File: src/design/pcxd_pkg.sv
`default_nettype none
// ----------------------------------------------------------------------------
// pcxd_pkg
// Shared types and constants for the PCX run-length scanline decoder.
// ----------------------------------------------------------------------------
package pcxd_pkg;

  localparam int COORD_BITS = 16;
  localparam int FIELD_BITS = 16;
  localparam int CFG_DATA_BITS = 16;
  localparam int LEFT_BITS = COORD_BITS + 3;

  localparam logic [7:0] RUN_MARK = 8'hC0;
  localparam logic [7:0] RUN_COUNT = 8'h3F;
  localparam logic [5:0] RUN_ONE = 6'h01;

  typedef enum logic [1:0] {
    CFG_WIDTH_M1  = 2'd0,
    CFG_HEIGHT_M1 = 2'd1,
    CFG_PLANES    = 2'd2,
    CFG_RLE       = 2'd3
  } cfg_index_t;

  typedef struct packed {
    logic [COORD_BITS-1:0] width_m1;
    logic [COORD_BITS-1:0] height_m1;
    logic                  three_planes;
  } geom_t;

  typedef struct packed {
    logic [COORD_BITS-1:0] row;
    logic [COORD_BITS-1:0] col;
    logic [1:0]            chan;
    logic                  step_done;
    logic [LEFT_BITS-1:0]  bytes_left;
  } pos_status_t;

endpackage : pcxd_pkg
`default_nettype wire

File: src/design/pcxd_pos_unit.sv
`default_nettype none
// ----------------------------------------------------------------------------
// pcxd_pos_unit
// Position counter shared by literals and run bytes: column, plane and row,
// one byte step per cycle when stepped, plus bytes left in the current row.
// ----------------------------------------------------------------------------
module pcxd_pos_unit (
  input  wire                  clk,
  input  wire                  rst,
  input  wire pcxd_pkg::geom_t geom,
  input  wire                  step,
  output pcxd_pkg::pos_status_t status
);
  import pcxd_pkg::*;

  logic [COORD_BITS-1:0] col;
  logic [COORD_BITS-1:0] row;
  logic [1:0]            plane;
  logic [COORD_BITS-1:0] col_next;
  logic [COORD_BITS-1:0] row_next;
  logic [1:0]            plane_next;
  logic                  done;

  logic [1:0]            last_plane;
  logic [1:0]            plane_clamp;
  logic [1:0]            planes_after;
  logic [COORD_BITS-1:0] col_clamp;
  logic [COORD_BITS:0]   row_bytes;
  logic [LEFT_BITS-1:0]  tail_bytes;
  logic [LEFT_BITS-1:0]  plane_bytes;

  always_comb begin
    last_plane = geom.three_planes ? 2'd2 : 2'd0;
    col_next   = col;
    plane_next = plane;
    row_next   = row;
    done       = 1'b0;
    if (col >= geom.width_m1) begin
      col_next = '0;
      if (plane >= last_plane) begin
        plane_next = '0;
        if (row >= geom.height_m1) begin
          done = 1'b1;
        end else begin
          row_next = row + 1'b1;
        end
      end else begin
        plane_next = plane + 1'b1;
      end
    end else begin
      col_next = col + 1'b1;
    end
  end

  // bytes left in row, position clamped to the current geometry
  always_comb begin
    plane_clamp  = (plane > last_plane) ? last_plane : plane;
    planes_after = last_plane - plane_clamp;
    col_clamp    = (col > geom.width_m1) ? geom.width_m1 : col;
    row_bytes    = {1'b0, geom.width_m1} + 1'b1;
    tail_bytes   = LEFT_BITS'(row_bytes) - LEFT_BITS'(col_clamp);
    case (planes_after)
      2'd1:    plane_bytes = LEFT_BITS'(row_bytes);
      2'd2:    plane_bytes = LEFT_BITS'({row_bytes, 1'b0});
      default: plane_bytes = '0;
    endcase
  end

  always_ff @(posedge clk) begin
    if (rst) begin
      col   <= '0;
      row   <= '0;
      plane <= '0;
    end else if (step) begin
      col   <= col_next;
      row   <= row_next;
      plane <= plane_next;
    end
  end

  always_comb begin
    status.row        = row;
    status.col        = col;
    status.chan       = geom.three_planes ? (2'd2 - ((plane > 2'd2) ? 2'd2 : plane)) : 2'd0;
    status.step_done  = done;
    status.bytes_left = plane_bytes + tail_bytes;
  end

endmodule : pcxd_pos_unit
`default_nettype wire

File: src/design/pcx_rle_scanline_decoder.sv
`default_nettype none
// ----------------------------------------------------------------------------
// pcx_rle_scanline_decoder
// Decodes the PCX image byte stream into positioned pixel channel bytes.
// ----------------------------------------------------------------------------
// One data word is taken per cycle while the block is idle and the result
// register is free. A literal gives one result word in the cycle after it is
// taken; a run header gives none, or an error word if its count exceeds the
// bytes left in the row; a run value gives N words, one per cycle while the
// result register is free, with in_ready low. The rate is set by the single
// position counter, one byte per cycle when stepped, and the one-deep result
// register. After the last row or a run that overflows its row, input words
// are still taken but give nothing until reset. The user must write geometry
// and mode through the cfg port while the block is idle; it is not enforced.
module pcx_rle_scanline_decoder (
  input  wire                                   clk,
  input  wire                                   rst,
  input  wire                                   cfg_write_en,
  input  wire  [1:0]                            cfg_index,
  input  wire  [pcxd_pkg::CFG_DATA_BITS-1:0]    cfg_data,
  input  wire                                   in_valid,
  output logic                                  in_ready,
  input  wire  [7:0]                            data_byte,
  output logic                                  out_valid,
  input  wire                                   out_ready,
  output logic [7:0]                            pixel_value,
  output logic [pcxd_pkg::FIELD_BITS-1:0]       row_index,
  output logic [pcxd_pkg::FIELD_BITS-1:0]       column_index,
  output logic [1:0]                            channel_offset,
  output logic                                  last_of_run,
  output logic                                  image_done,
  output logic                                  decode_error
);
  import pcxd_pkg::*;

  typedef enum logic [1:0] {
    ST_IDLE = 2'b01,
    ST_RUN  = 2'b10
  } state_t;

  state_t      state;
  geom_t       geom;
  logic        rle_enabled;
  pos_status_t pos;

  logic [7:0] run_value;
  logic [5:0] run_left;
  logic       awaiting;
  logic [5:0] pending;
  logic       img_complete;
  logic       err_latched;

  logic       slot_free;
  logic       in_fire;
  logic       live;
  logic       is_header;
  logic [5:0] byte_cnt;
  logic       too_long;
  logic       emit_lit;
  logic       emit_err;
  logic       arm;
  logic       take_val;
  logic       run_emit;
  logic       step;
  logic       load;

  pcxd_pos_unit u_pos (
    .clk    (clk),
    .rst    (rst),
    .geom   (geom),
    .step   (step),
    .status (pos)
  );

  always_comb begin
    slot_free = !out_valid || out_ready;
    in_ready  = (state == ST_IDLE) && slot_free;
    in_fire   = in_valid && in_ready;
    live      = !err_latched && !img_complete;
    is_header = rle_enabled && ((data_byte & RUN_MARK) == RUN_MARK);
    byte_cnt  = 6'(data_byte & RUN_COUNT);
    too_long  = LEFT_BITS'(byte_cnt) > pos.bytes_left;
    take_val  = in_fire && live && awaiting;
    emit_lit  = in_fire && live && !awaiting && !is_header;
    emit_err  = in_fire && live && !awaiting && is_header && too_long;
    arm       = in_fire && live && !awaiting && is_header && !too_long;
    run_emit  = (state == ST_RUN) && slot_free;
    step      = emit_lit || run_emit;
    load      = step || emit_err;
  end

  // configuration registers
  always_ff @(posedge clk) begin
    if (rst) begin
      geom        <= '0;
      rle_enabled <= 1'b1;
    end else if (cfg_write_en) begin
      case (cfg_index)
        CFG_WIDTH_M1:  geom.width_m1     <= cfg_data[COORD_BITS-1:0];
        CFG_HEIGHT_M1: geom.height_m1    <= cfg_data[COORD_BITS-1:0];
        CFG_PLANES:    geom.three_planes <= cfg_data[0];
        CFG_RLE:       rle_enabled       <= cfg_data[0];
        default: ;
      endcase
    end
  end

  // sequencer
  always_ff @(posedge clk) begin
    if (rst) begin
      state        <= ST_IDLE;
      run_left     <= '0;
      awaiting     <= 1'b0;
      pending      <= '0;
      img_complete <= 1'b0;
      err_latched  <= 1'b0;
    end else begin
      if (arm) begin
        awaiting <= 1'b1;
        pending  <= byte_cnt;
      end
      if (take_val) begin
        awaiting <= 1'b0;
        pending  <= '0;
        run_left <= pending;
        if (pending != '0) begin
          state <= ST_RUN;
        end
      end
      if (run_emit) begin
        run_left <= run_left - 1'b1;
        if (run_left == RUN_ONE || pos.step_done) begin
          state <= ST_IDLE;
        end
      end
      if (emit_err) begin
        err_latched <= 1'b1;
      end
      if (step && pos.step_done) begin
        img_complete <= 1'b1;
      end
    end
  end

  always_ff @(posedge clk) begin
    if (take_val) begin
      run_value <= data_byte;
    end
  end

  // result register
  always_ff @(posedge clk) begin
    if (rst) begin
      out_valid <= 1'b0;
    end else if (load) begin
      out_valid <= 1'b1;
    end else if (out_ready) begin
      out_valid <= 1'b0;
    end
  end

  always_ff @(posedge clk) begin
    if (load) begin
      pixel_value    <= emit_err ? 8'd0 : (emit_lit ? data_byte : run_value);
      row_index      <= FIELD_BITS'(pos.row);
      column_index   <= FIELD_BITS'(pos.col);
      channel_offset <= pos.chan;
      last_of_run    <= emit_lit || emit_err || (run_left == RUN_ONE);
      image_done     <= step && pos.step_done;
      decode_error   <= emit_err;
    end
  end

endmodule : pcx_rle_scanline_decoder
`default_nettype wire
File: config.mk
export PLATFORM = sky130hd
export DESIGN_NAME = pcx_rle_scanline_decoder
export DESIGN_NICKNAME = d
export VERILOG_FILES = /design/src/design/pcxd_pkg.sv /design/src/design/pcxd_pos_unit.sv /design/src/design/pcx_rle_scanline_decoder.sv
export SDC_FILE = /design/constraint.sdc
export NUM_CORES = 1
export LEC_CHECK = 0
export BUFFER_PORTS_ARGS = -buffer_cell sky130_fd_sc_hd__buf_2
export CAP_MARGIN = 5
export CELL_PAD_IN_SITES_DETAIL_PLACEMENT = 0
export CELL_PAD_IN_SITES_GLOBAL_PLACEMENT = 1
export CORE_MARGIN = 10
export CORE_UTILIZATION = 50
export DETAILED_ROUTE_END_ITERATION = 8
export HOLD_SLACK_MARGIN = 0.12
export PLACE_DENSITY = 0.84
export SLEW_MARGIN = 30
export SYNTH_ARGS = -nofsm -noshare
export SYNTH_HDL_FRONTEND = slang
export SYNTH_SLANG_ARGS = --single-unit
File: constraint.sdc
create_clock -name clk -period 23.3 [get_ports clk]
set_input_delay 2.33 -clock clk [delete_from_list [all_inputs] [get_ports clk]]
set_output_delay 2.33 -clock clk [all_outputs]
set_load 0.05 [all_outputs]
## After elaboration in Yosys (flattened, before gate mapping)

Index checks and enable logic that the tools add are counted.

- Add/sub/neg operators: 9
- Order comparisons: 7
- Equal/unequal tests: 9
- Mux-type cells: 19
- Bitwise operators: 1
- Reduce and logical (&&, ||, !) cells: 36

Operators with widths:

| operator | number |
|---|---|
| $pmux W18 S2 | 1 |
| $add A16 B1 Y16 const B | 2 |
| $ge A16 B16 Y1 | 2 |
| $mux W16 | 2 |
| $add A18 B19 Y19 | 1 |
| $gt A6 B19 Y1 | 1 |
| $sub A17 B16 Y18 | 1 |
| $add A16 B1 Y17 const B | 1 |
| $gt A16 B16 Y1 | 1 |
| $mux W2 | 8 |
| $logic_and A1 B1 Y1 | 13 |
| $mux W6 | 2 |
| $eq A2 B2 Y1 const B | 5 |
| $reduce_and A2 Y1 | 5 |
| $mux W8 | 1 |
| $eq A2 B1 Y1 const B | 3 |
| $eq A6 B1 Y1 const B | 1 |
| $logic_not A1 Y1 | 6 |
| $logic_or A1 B1 Y1 | 6 |
| $reduce_bool A6 Y1 | 1 |
| $sub A6 B1 Y6 const B | 1 |
| $mux W1 | 5 |
| $reduce_and A4 Y1 | 1 |
| $reduce_bool A2 Y1 | 2 |
| other kinds (9) | 9 |

- Flip-flop bits (word level): 139

## Longest topological paths before layout

Gate-level depths: netlist of run 1.

- Depth after elaboration: 11
- Gate-level depth with buffers: 32
- Mapped depth without buffers: 29

## By module

Synthesis of run 1 repeated with hierarchy kept, for this count alone.

- Cells, all modules: 987
- Area total of the unflattened synthesis: 9081.2 sq um

Modules (own cells, without submodules):

| module | times used | cells each | area an instance (sq um) | seq. area each (sq um) |
|---|---|---|---|---|
| pcxd_pos_unit | 1 | 626 | 4991.0 | 680.7 |
| pcx_rle_scanline_decoder | 1 | 361 | 4090.2 | 2632.5 |

## Worst setup path before layout of run 1

Ideal clock, no wire load.

- Path kind: register -> register
- Start: register, netlist name geom[18]
- End: register channel_offset[0] (enable)
- Setup time: 405 ps
- Arrival: 7130 ps
- Data required time: 22895 ps
- Slack: 15765 ps
- Stages on the path, launching flop included: 31
- Clock period less this slack: 7535 ps
- Path through: dfxtp_1 inv_1 ha_1 nor2b_1 o21a_1 o21a_1 o21bai_1 a21oi_1 nor3_1 or2_2 clkbuf_1 mux2_2 ha_1 fa_1 nor2b_1 o21ai_0 a21oi_1 o21bai_1 a21oi_1 o311ai_0 mux2i_1 nand2_1 ha_1 nand2_1 o211ai_1 o221ai_1 or4b_1 nor4_2 and4b_1 buf_4 or2_1

- Word-level cells in the longest chain between the ends: 7

RTL lines:

| element | line | RTL |
|---|---|---|
| $gt A16 B16 Y1 | pcxd_pos_unit.sv:59 | `col_clamp = (col > geom.width_m1) ? geom.width_m1 : col;` |
| $mux W16 | pcxd_pos_unit.sv:59 |  |
| $sub A17 B16 Y18 | pcxd_pos_unit.sv:61 | `tail_bytes = LEFT_BITS'(row_bytes) - LEFT_BITS'(col_clamp);` |
| $add A18 B19 Y19 * | pcxd_pos_unit.sv:86 | `status.bytes_left = plane_bytes + tail_bytes;` |
| $gt A6 B19 Y1 * | pcx_rle_scanline_decoder.sv:82 | `too_long = LEFT_BITS'(byte_cnt) > pos.bytes_left;` |
| $logic_and A1 B1 Y1 * | pcx_rle_scanline_decoder.sv:85 | `emit_err = in_fire && live && !awaiting && is_header && too_long;` |
| $logic_or A1 B1 Y1 * | pcx_rle_scanline_decoder.sv:89 | `load = step \|\| emit_err;` |
| via load | pcx_rle_scanline_decoder.sv:65 | `logic load;` |
| end signal: assignment | pcx_rle_scanline_decoder.sv:167 | `channel_offset <= pos.chan;` |
| end: declaration | pcx_rle_scanline_decoder.sv:29 | `output logic [1:0] channel_offset,` |

The timed path passes the listed nets; every way through them passes the cells marked *.
A chain may end at the register's enable or synchronous reset.

## Worst setup path after layout of run 1

- Start: register, netlist name geom[22]
- End: register row_index[3] (netlist bit) (enable)

- Word-level cells in the longest chain between the ends: 7

RTL lines:

| element | line | RTL |
|---|---|---|
| $gt A16 B16 Y1 | pcxd_pos_unit.sv:59 |  |
| $mux W16 | pcxd_pos_unit.sv:59 |  |
| $sub A17 B16 Y18 | pcxd_pos_unit.sv:61 |  |
| $add A18 B19 Y19 * | pcxd_pos_unit.sv:86 |  |
| $gt A6 B19 Y1 * | pcx_rle_scanline_decoder.sv:82 |  |
| $logic_and A1 B1 Y1 * | pcx_rle_scanline_decoder.sv:85 |  |
| $logic_or A1 B1 Y1 * | pcx_rle_scanline_decoder.sv:89 |  |
| via load | pcx_rle_scanline_decoder.sv:65 |  |
| end signal: assignment | pcx_rle_scanline_decoder.sv:165 | `row_index <= FIELD_BITS'(pos.row);` |
| end: declaration | pcx_rle_scanline_decoder.sv:27 | `output logic [pcxd_pkg::FIELD_BITS-1:0] row_index,` |

Marks and branches as above.

==> impl_results.md, run 1 <==
- Number of detailed-route iterations in the first pass: 4
- Worst-Margin Slew: ~0.75 ns
- EDFF count, synth: 53
- Post-DP HPWL: ~17 mm
- Postcts setup bufs: 0
- Synth warn: 0
- Full die area: around 0.024 sq mm
- Final Power: about 710 uW
- Synth-to-layout area growth: 12.6%
- Largest net degree at the start of global routing: 59
- Drc violations: 0
- Fin crit period: 8.04 ns
- All-Layer GR Usage: a little under a fifth
- DR iter-0 viols: approximately 430
- H-tree levels: 4
- CP Max Fanout: 45
- Post-Syn Area: about 0.009 sq mm
- Final WL: 22.7 mm
- Initial antenna violation count: 0
- Drt via density: between 5 and 6
- Psw: approximately 240 uW
- HP Class: reg2reg
- Netlist cell types: 77
- TritonCTS clock tree: yes
- Chip Width: between 150 and 200 um
- Sequential Power Share: between 30% and 40%
- Setup Skew: around 0.009 ns
- Layout cells sized above 1: 13.4%
- IO buf count: between 70 and 80
- Tcrit/Tclk final: approximately a third
- Most common cell after layout, fill and taps aside: nand2_1
- Die H: ~150 um
- Status: finished clean
- Combinational Power Share: between 20% and 30%
- Core ar.: roughly 0.017 sq mm
- RSZ-0062 raised after global routing: no
- Synth Area per Inst: 8.84 sq um
- CP Capture Type: flop
- Final GP Congestion: 0.854
- PwrDens: between 70 and 80 mW/mm^2
- Arrival time at the worst endpoint: 8.09 ns
- Post_cts resized: 0
- Clock sink count: 139
- Clock root buffer: clkbuf_16
- Most frequent cells in the layout: nand2_1, a21oi_1, dfxtp_1
- Setup TNS: 0 ns
- Cell Int Power: approximately 470 uW
- Skew-Pair Late Insertion Delay: approximately 0.43 ns
- Maximum vdd drop: approximately 0.00006 V
- Cell count after synthesis: 1006
- Via count: 7453
- Final WS setup: between 15 and 20 ns
- Mapped Nets: 1119
- Slew Viols, Final: 0
- FF+latch count, synth: between 100 and 150
- Worst EP required: around 23 ns
- Wire per inst: around 17 um
- Max Fclk: 124 MHz
- Post-synthesis sequential area ratio: between 30% and 40%
- CTS Hold Bufs: 0
- Setup CP Type: reg2reg
- Clk pwr share: 34.9%
- Buffer depth of the longest clock path: 2
- Post-synth top flop: dfxtp_1
- Row count: 48
- Startpoint Class: flop
- Max_cap viols: 0
- Antenna cells: 0
- Global-route wire length before repair: 36.9 mm
- Worst-path clk slew: approximately 0.06 ns
- Final Hold Viols: 0
- Starting Density: between 50% and 60%
- Asr flop ratio synth: 0%
- Relative slew slack: between 40% and 50%
- Worst Hold Margin: about 0.45 ns
- Antenna-violating nets left: 0
- Number of global-route vias before repair: roughly 7000
- Leak Pwr: about 4 nW
- Total congestion overflow: 0
- Ports: between 70 and 80
- Setup violators final: 0
- Net Sw Frac: between 30% and 40%
- Setup WS pre-CTS: around 15 ns
- Nets: around 1200
- CTS buffer count: 17
worst max-delay path, cell delays in order (launching register included):
cell,delay (ns)
dfxtp_1,0.40
inv_1,0.11
ha_1,0.32
a21o_1,0.18
a21o_1,0.16
a21oi_1,0.17
a21oi_1,0.17
nor3_1,0.20
or2_2,0.49
mux2_2,0.40
ha_1,0.21
fa_1,0.43
nor2b_1,0.12
o21ai_0,0.10
a21oi_1,0.24
o21bai_1,0.11
a21oi_1,0.27
o311ai_0,0.20
mux2i_1,0.18
nand2_1,0.08
ha_1,0.46
nand2_1,0.16
o211ai_1,0.27
o221ai_1,0.17
or4b_1,0.50
nor4_2,0.40
and4b_1,0.47
or2_4,0.67
Yosys cell counts, types with 4 or more instances:
library cell / number / share of area, %
nand2_1: 140 / 5.9
a21oi_1: 92 / 5.2
dfxtp_1: 86 / 19
ha_1: 80 / 11
nor2_1: 63 / 2.7
inv_1: 62 / 2.6
edfxtp_1: 53 / 18
nand3_1: 37 / 2.1
mux2i_1: 28 / 3.2
xnor2_1: 26 / 2.6
xor2_1: 26 / 2.6
o21ai_0: 25 / 1.4
clkbuf_1: 24 / 1.0
nand4_1: 21 / 1.5
a21o_1: 20 / 1.7
nor3_1: 16 / 0.90
and3_1: 13 / 0.91
nor2b_1: 11 / 0.77
o21a_1: 11 / 0.93
or3_1: 11 / 0.77
or4_1: 10 / 0.84
o211ai_1: 9 / 0.76
or2_2: 9 / 0.63
o31ai_1: 8 / 0.68
a22oi_1: 7 / 0.59
nor4_1: 7 / 0.49
a31oi_1: 6 / 0.42
nand2b_1: 6 / 0.42
a22o_1: 5 / 0.49
mux2_2: 5 / 0.63
nor3b_1: 5 / 0.42
o21bai_1: 5 / 0.42
o22ai_1: 5 / 0.35
buf_2: 4 / 0.23
o41ai_1: 4 / 0.39
final timing paths:
path,from,slack (ns),depth (start not counted),end
max reg2reg,geom[22]$_SDFFE_PP0P_,15.26,27,row_index[3]$_DFFE_PP_
max,geom[22]$_SDFFE_PP0P_,15.26,27,row_index[3]$_DFFE_PP_
min,geom[14]$_SDFFE_PP0P_,0.45,2,geom[14]$_SDFFE_PP0P_
min reg2reg,geom[14]$_SDFFE_PP0P_,0.45,2,geom[14]$_SDFFE_PP0P_
flip-flops by register name, indices dropped and copies added, names as in the netlist, 6 cells and up:
signal and flops:
geom 33, column_index 16, row_index 16, u_pos.col 16, u_pos.row 16, pixel_value 8
run_value 8, pending 6, run_left 6
final cells by class:
class | count | area (sq um)
multi-input cells | 774 | 5230
inverters | 63 | 236
clock inverters | 15 | 114
clock buffers | 17 | 425
repair buffers | 81 | 413
well taps | 225 | 282
fillers | 1593 | 7340
flip-flops and latches | 139 | 3310
per-layer routing:
metal	wire length, um	GRT usage, %	vias to the layer above
met3	1230	4.26	24
li1	-	-	3800
met1	10900	25.5	3444
met4	304	5.22	0
met2	10200	30.0	185
met5	0	0	-
power by group through the flow:
stage	clock, mW	combinational (mW)	sequential, mW
floorplan	0	0.120	0.304
global placement	0	0.188	0.277
detailed placement	0	0.189	0.278
CTS	0.251	0.190	0.273
global route	0.263	0.209	0.274
finish	0.248	0.190	0.273
per-stage QoR:
stage	util (%)	cell area, sq um	instances
after floorplan	-	8900	1006
after global placement	54.5	9460	1281
after detailed placement	54.6	9470	1282
after CTS	57.7	10000	1314
after global routing	57.7	10000	1314
final	57.7	10000	1314
kinds of logic (layout without fill, tap and decap cells):
logic type	after synthesis	count (layout)	synth area share [%]
buffers and inverters	93	176	4.11
AO/OA/AOI/OAI	240	240	18.0
XOR/XNOR	52	52	5.12
multiplexers	33	33	3.78
AND/OR/NAND/NOR	367	367	20.0
flip-flops	139	139	37.2
adder cells (fa/ha/maj)	82	82	11.7
Power figures use the tool's default switching activity.
==> run 2: changes to the inputs <==
Settings changed: CORE_UTILIZATION 50 to 42, PLACE_DENSITY 0.84 to 0.75.
Clock period 23.3 ns to 6.8 ns, I/O delays scaled along.
==> impl_results.md, run 2 (synthesized netlist as in run 1, its figures left out) <==
- Most common cell after layout, fill and taps aside: nand2_1
- Worst R2R Start: geom[28]$_SDFFE_PP0P_
- PwrDens: 239 mW/mm^2 (+240%)
- Slowest CP cell: or4b_1
- Worst EP required: 6.95 ns (-16.41 ns)
- Maximum vdd drop: 0.000173 V (+180%)
- Number of global-route vias before repair: 7326 (+3.3%)
- Setup Skew: 0.0148 ns (+0.00598 ns)
- Number of detailed-route iterations in the first pass: 5 (+1)
- CP Capture Type: flop
- Synth-to-layout area growth: 18.8%
- Hold Path Origin: geom[16]$_SDFFE_PP0P_
- Nets: 1232 (+3.6%)
- Final GP Congestion: 0.855 (+0.12%)
- Initial antenna violation count: 0 (unchanged)
- Worst-path clk slew: 0.06 ns (about the same)
- Full die area: 0.0274 sq mm (+16%)
- Antenna-violating nets left: 0 (unchanged)
- Flop-to-flop setup slack: 0.23 ns (-15.04 ns)
- Buffer depth of the longest clock path: 2 (unchanged)
- Setup violators final: 0 (unchanged)
- Drc violations: 0 (unchanged)
- Ports: 78 (unchanged)
- DR iter-0 viols: 441 (+3.5%)
- Chip Width: 166 um (+7.9%)
- Worst Hold Margin: 0.456 ns (+0.00284 ns)
- Drt via density: 5.41 (-4.7%)
- H-tree levels: 4 (unchanged)
- Relative slew slack: 48.6% (-1.2 points)
- Worst R2R Path Depth: 26 (-3.7%)
- Fin crit period: 6.57 ns (-1.46 ns)
- Skew-Pair Late Insertion Delay: 0.44 ns (about the same)
- Most used cell along the critical path: a21oi_1
- Worst-Margin Slew: 0.768 ns (+0.0178 ns)
- Starting Density: 42.5% (-8.8 points)
- Final Hold Viols: 0 (unchanged)
- Total congestion overflow: 0 (unchanged)
- Status: finished clean
- Post-DP HPWL: 18.7 mm (+7.8%)
- Slew Viols, Final: 0 (unchanged)
- Largest net degree at the start of global routing: 59 (unchanged)
- Final WS setup: 0.226 ns (-15.04 ns)
- CP Max Fanout: 11 (-76%)
- Largest Register: geom
- Startpoint Class: flop
- Critical path endpoint: row_index[0]$_DFFE_PP_
- Clock sink count: 139 (unchanged)
- Largest register FFs: 33 (unchanged)
- TritonCTS clock tree: yes
- CP startpoint: geom[28]$_SDFFE_PP0P_
- HP Class: reg2reg
- Wire per inst: 17.3 um (+0.46%)
- CTS buffer count: 17 (unchanged)
- Arrival time at the worst endpoint: 6.73 ns (-1.36 ns)
- Setup WS pre-CTS: 0.163 ns (-15.18 ns)
- Max Fclk: 152 MHz (+22%)
- Via count: 7608 (+2.1%)
- All-Layer GR Usage: 17.7% (-1.4 points)
- Max_cap viols: 0 (unchanged)
- Core ar.: 0.0210 sq mm (+21%)
- Row count: 53 (+10%)
- Antenna cells: 0 (unchanged)
- Leak Pwr: 4.30 nW (+6.3%)
- Tcrit/Tclk final: 96.7% (+62 points)
- Clock root buffer: clkbuf_16
- Final WL: 24.4 mm (+7.6%)
- Setup TNS: 0 ns (unchanged)
- Most frequent cells in the layout: nand2_1, a21oi_1, dfxtp_1
- Die H: 166 um (+7.9%)
- IO buf count: 77 (unchanged)
- Final Power: 2.53 mW (+260%)
- Setup CP Type: reg2reg
- Layout cells sized above 1: 18.7% (+5.3 points)
- CP max stage delay: 0.49 ns (-0.18 ns)
- Global-route wire length before repair: 38.7 mm (+5.0%)
- Reg2reg end: row_index[0]$_DFFE_PP_
-- run 2: cell types whose count changed in the layout (fill, tap and decap cells not counted), sizes merged --
cell	before	now
buf	81	122
clkbuf	17	20
clkinv	5	7
inv	68	66
clkinvlp	5	4
-- run 2: final cells by class --
cell class                 instances  area (sq um)
sequential                       139          3320
fill                            2037         10400
multi-input combinational        774          5330
tap                              275           344
timing repair buffer             124           798
inverter                          63           236
clock buffer                      18           429
clock inverter                    14           116
-- run 2: stage by stage --
| stage | util [%] | area, sq um | std cells |
|---|---|---|---|
| 6_report | 50.4 | 10600 | 1407 |
| 5_1_grt | 50.4 | 10600 | 1407 |
| 4_1_cts | 49.6 | 10400 | 1404 |
| 3_5_place_dp | 47.0 | 9860 | 1372 |
| 3_3_place_gp | 47.0 | 9850 | 1371 |
| 2_1_floorplan | - | 8900 | 1006 |
-- run 2: worst min path at each step --
| stage | end | slack [ns] | cells after the start |
|---|---|---|---|
| final | geom[16]$_SDFFE_PP0P_ | 0.46 | 2 |
| after global routing | run_value[6]$_DFFE_PP_ | 0.46 | 1 |
| after CTS | geom[16]$_SDFFE_PP0P_ | 0.46 | 2 |
| after detailed placement | geom[16]$_SDFFE_PP0P_ | 0.45 | 2 |
| after global placement | geom[6]$_SDFFE_PP0P_ | 0.45 | 2 |
| after floorplan | rle_enabled$_SDFFE_PP1P_ | 0.44 | 2 |
-- run 2: critical path: cells and delay by family (launching register included) --
family,cells,cell delay [ns]
AND/OR/NAND/NOR,9,2.26
flip-flops,1,0.40
XOR/XNOR,1,0.10
buffers and inverters,3,0.51
adder cells (fa/ha/maj),3,1.06
AO/OA/AOI/OAI,9,1.77
multiplexers,1,0.17
-- run 2: layer usage --
metal | vias up | share of wire, % | GRT usage (%) | wire length (um)
met5 | - | 0 | 0 | 0
met1 | 3547 | 50 | 24.5 | 12100
li1 | 3884 | - | - | -
met4 | 0 | 1.2 | 4.11 | 293
met2 | 153 | 45 | 28.0 | 11000
met3 | 24 | 4.0 | 3.10 | 982
-- run 2: repair_timing --
action,4_1_cts,5_1_grt
buffers inserted,0,1
hold buffers,0,0
setup endpoints to repair,0,64
hold endpoints to repair,0,0
gates resized for setup,0,30
-- run 2: power by group --
group	switching (mW)	leakage (nW)	internal, mW
logic	0.459	2.83	0.267
registers	0.0175	1.20	0.910
clock network	0.403	0.258	0.473
total	0.879	4.30	1.65
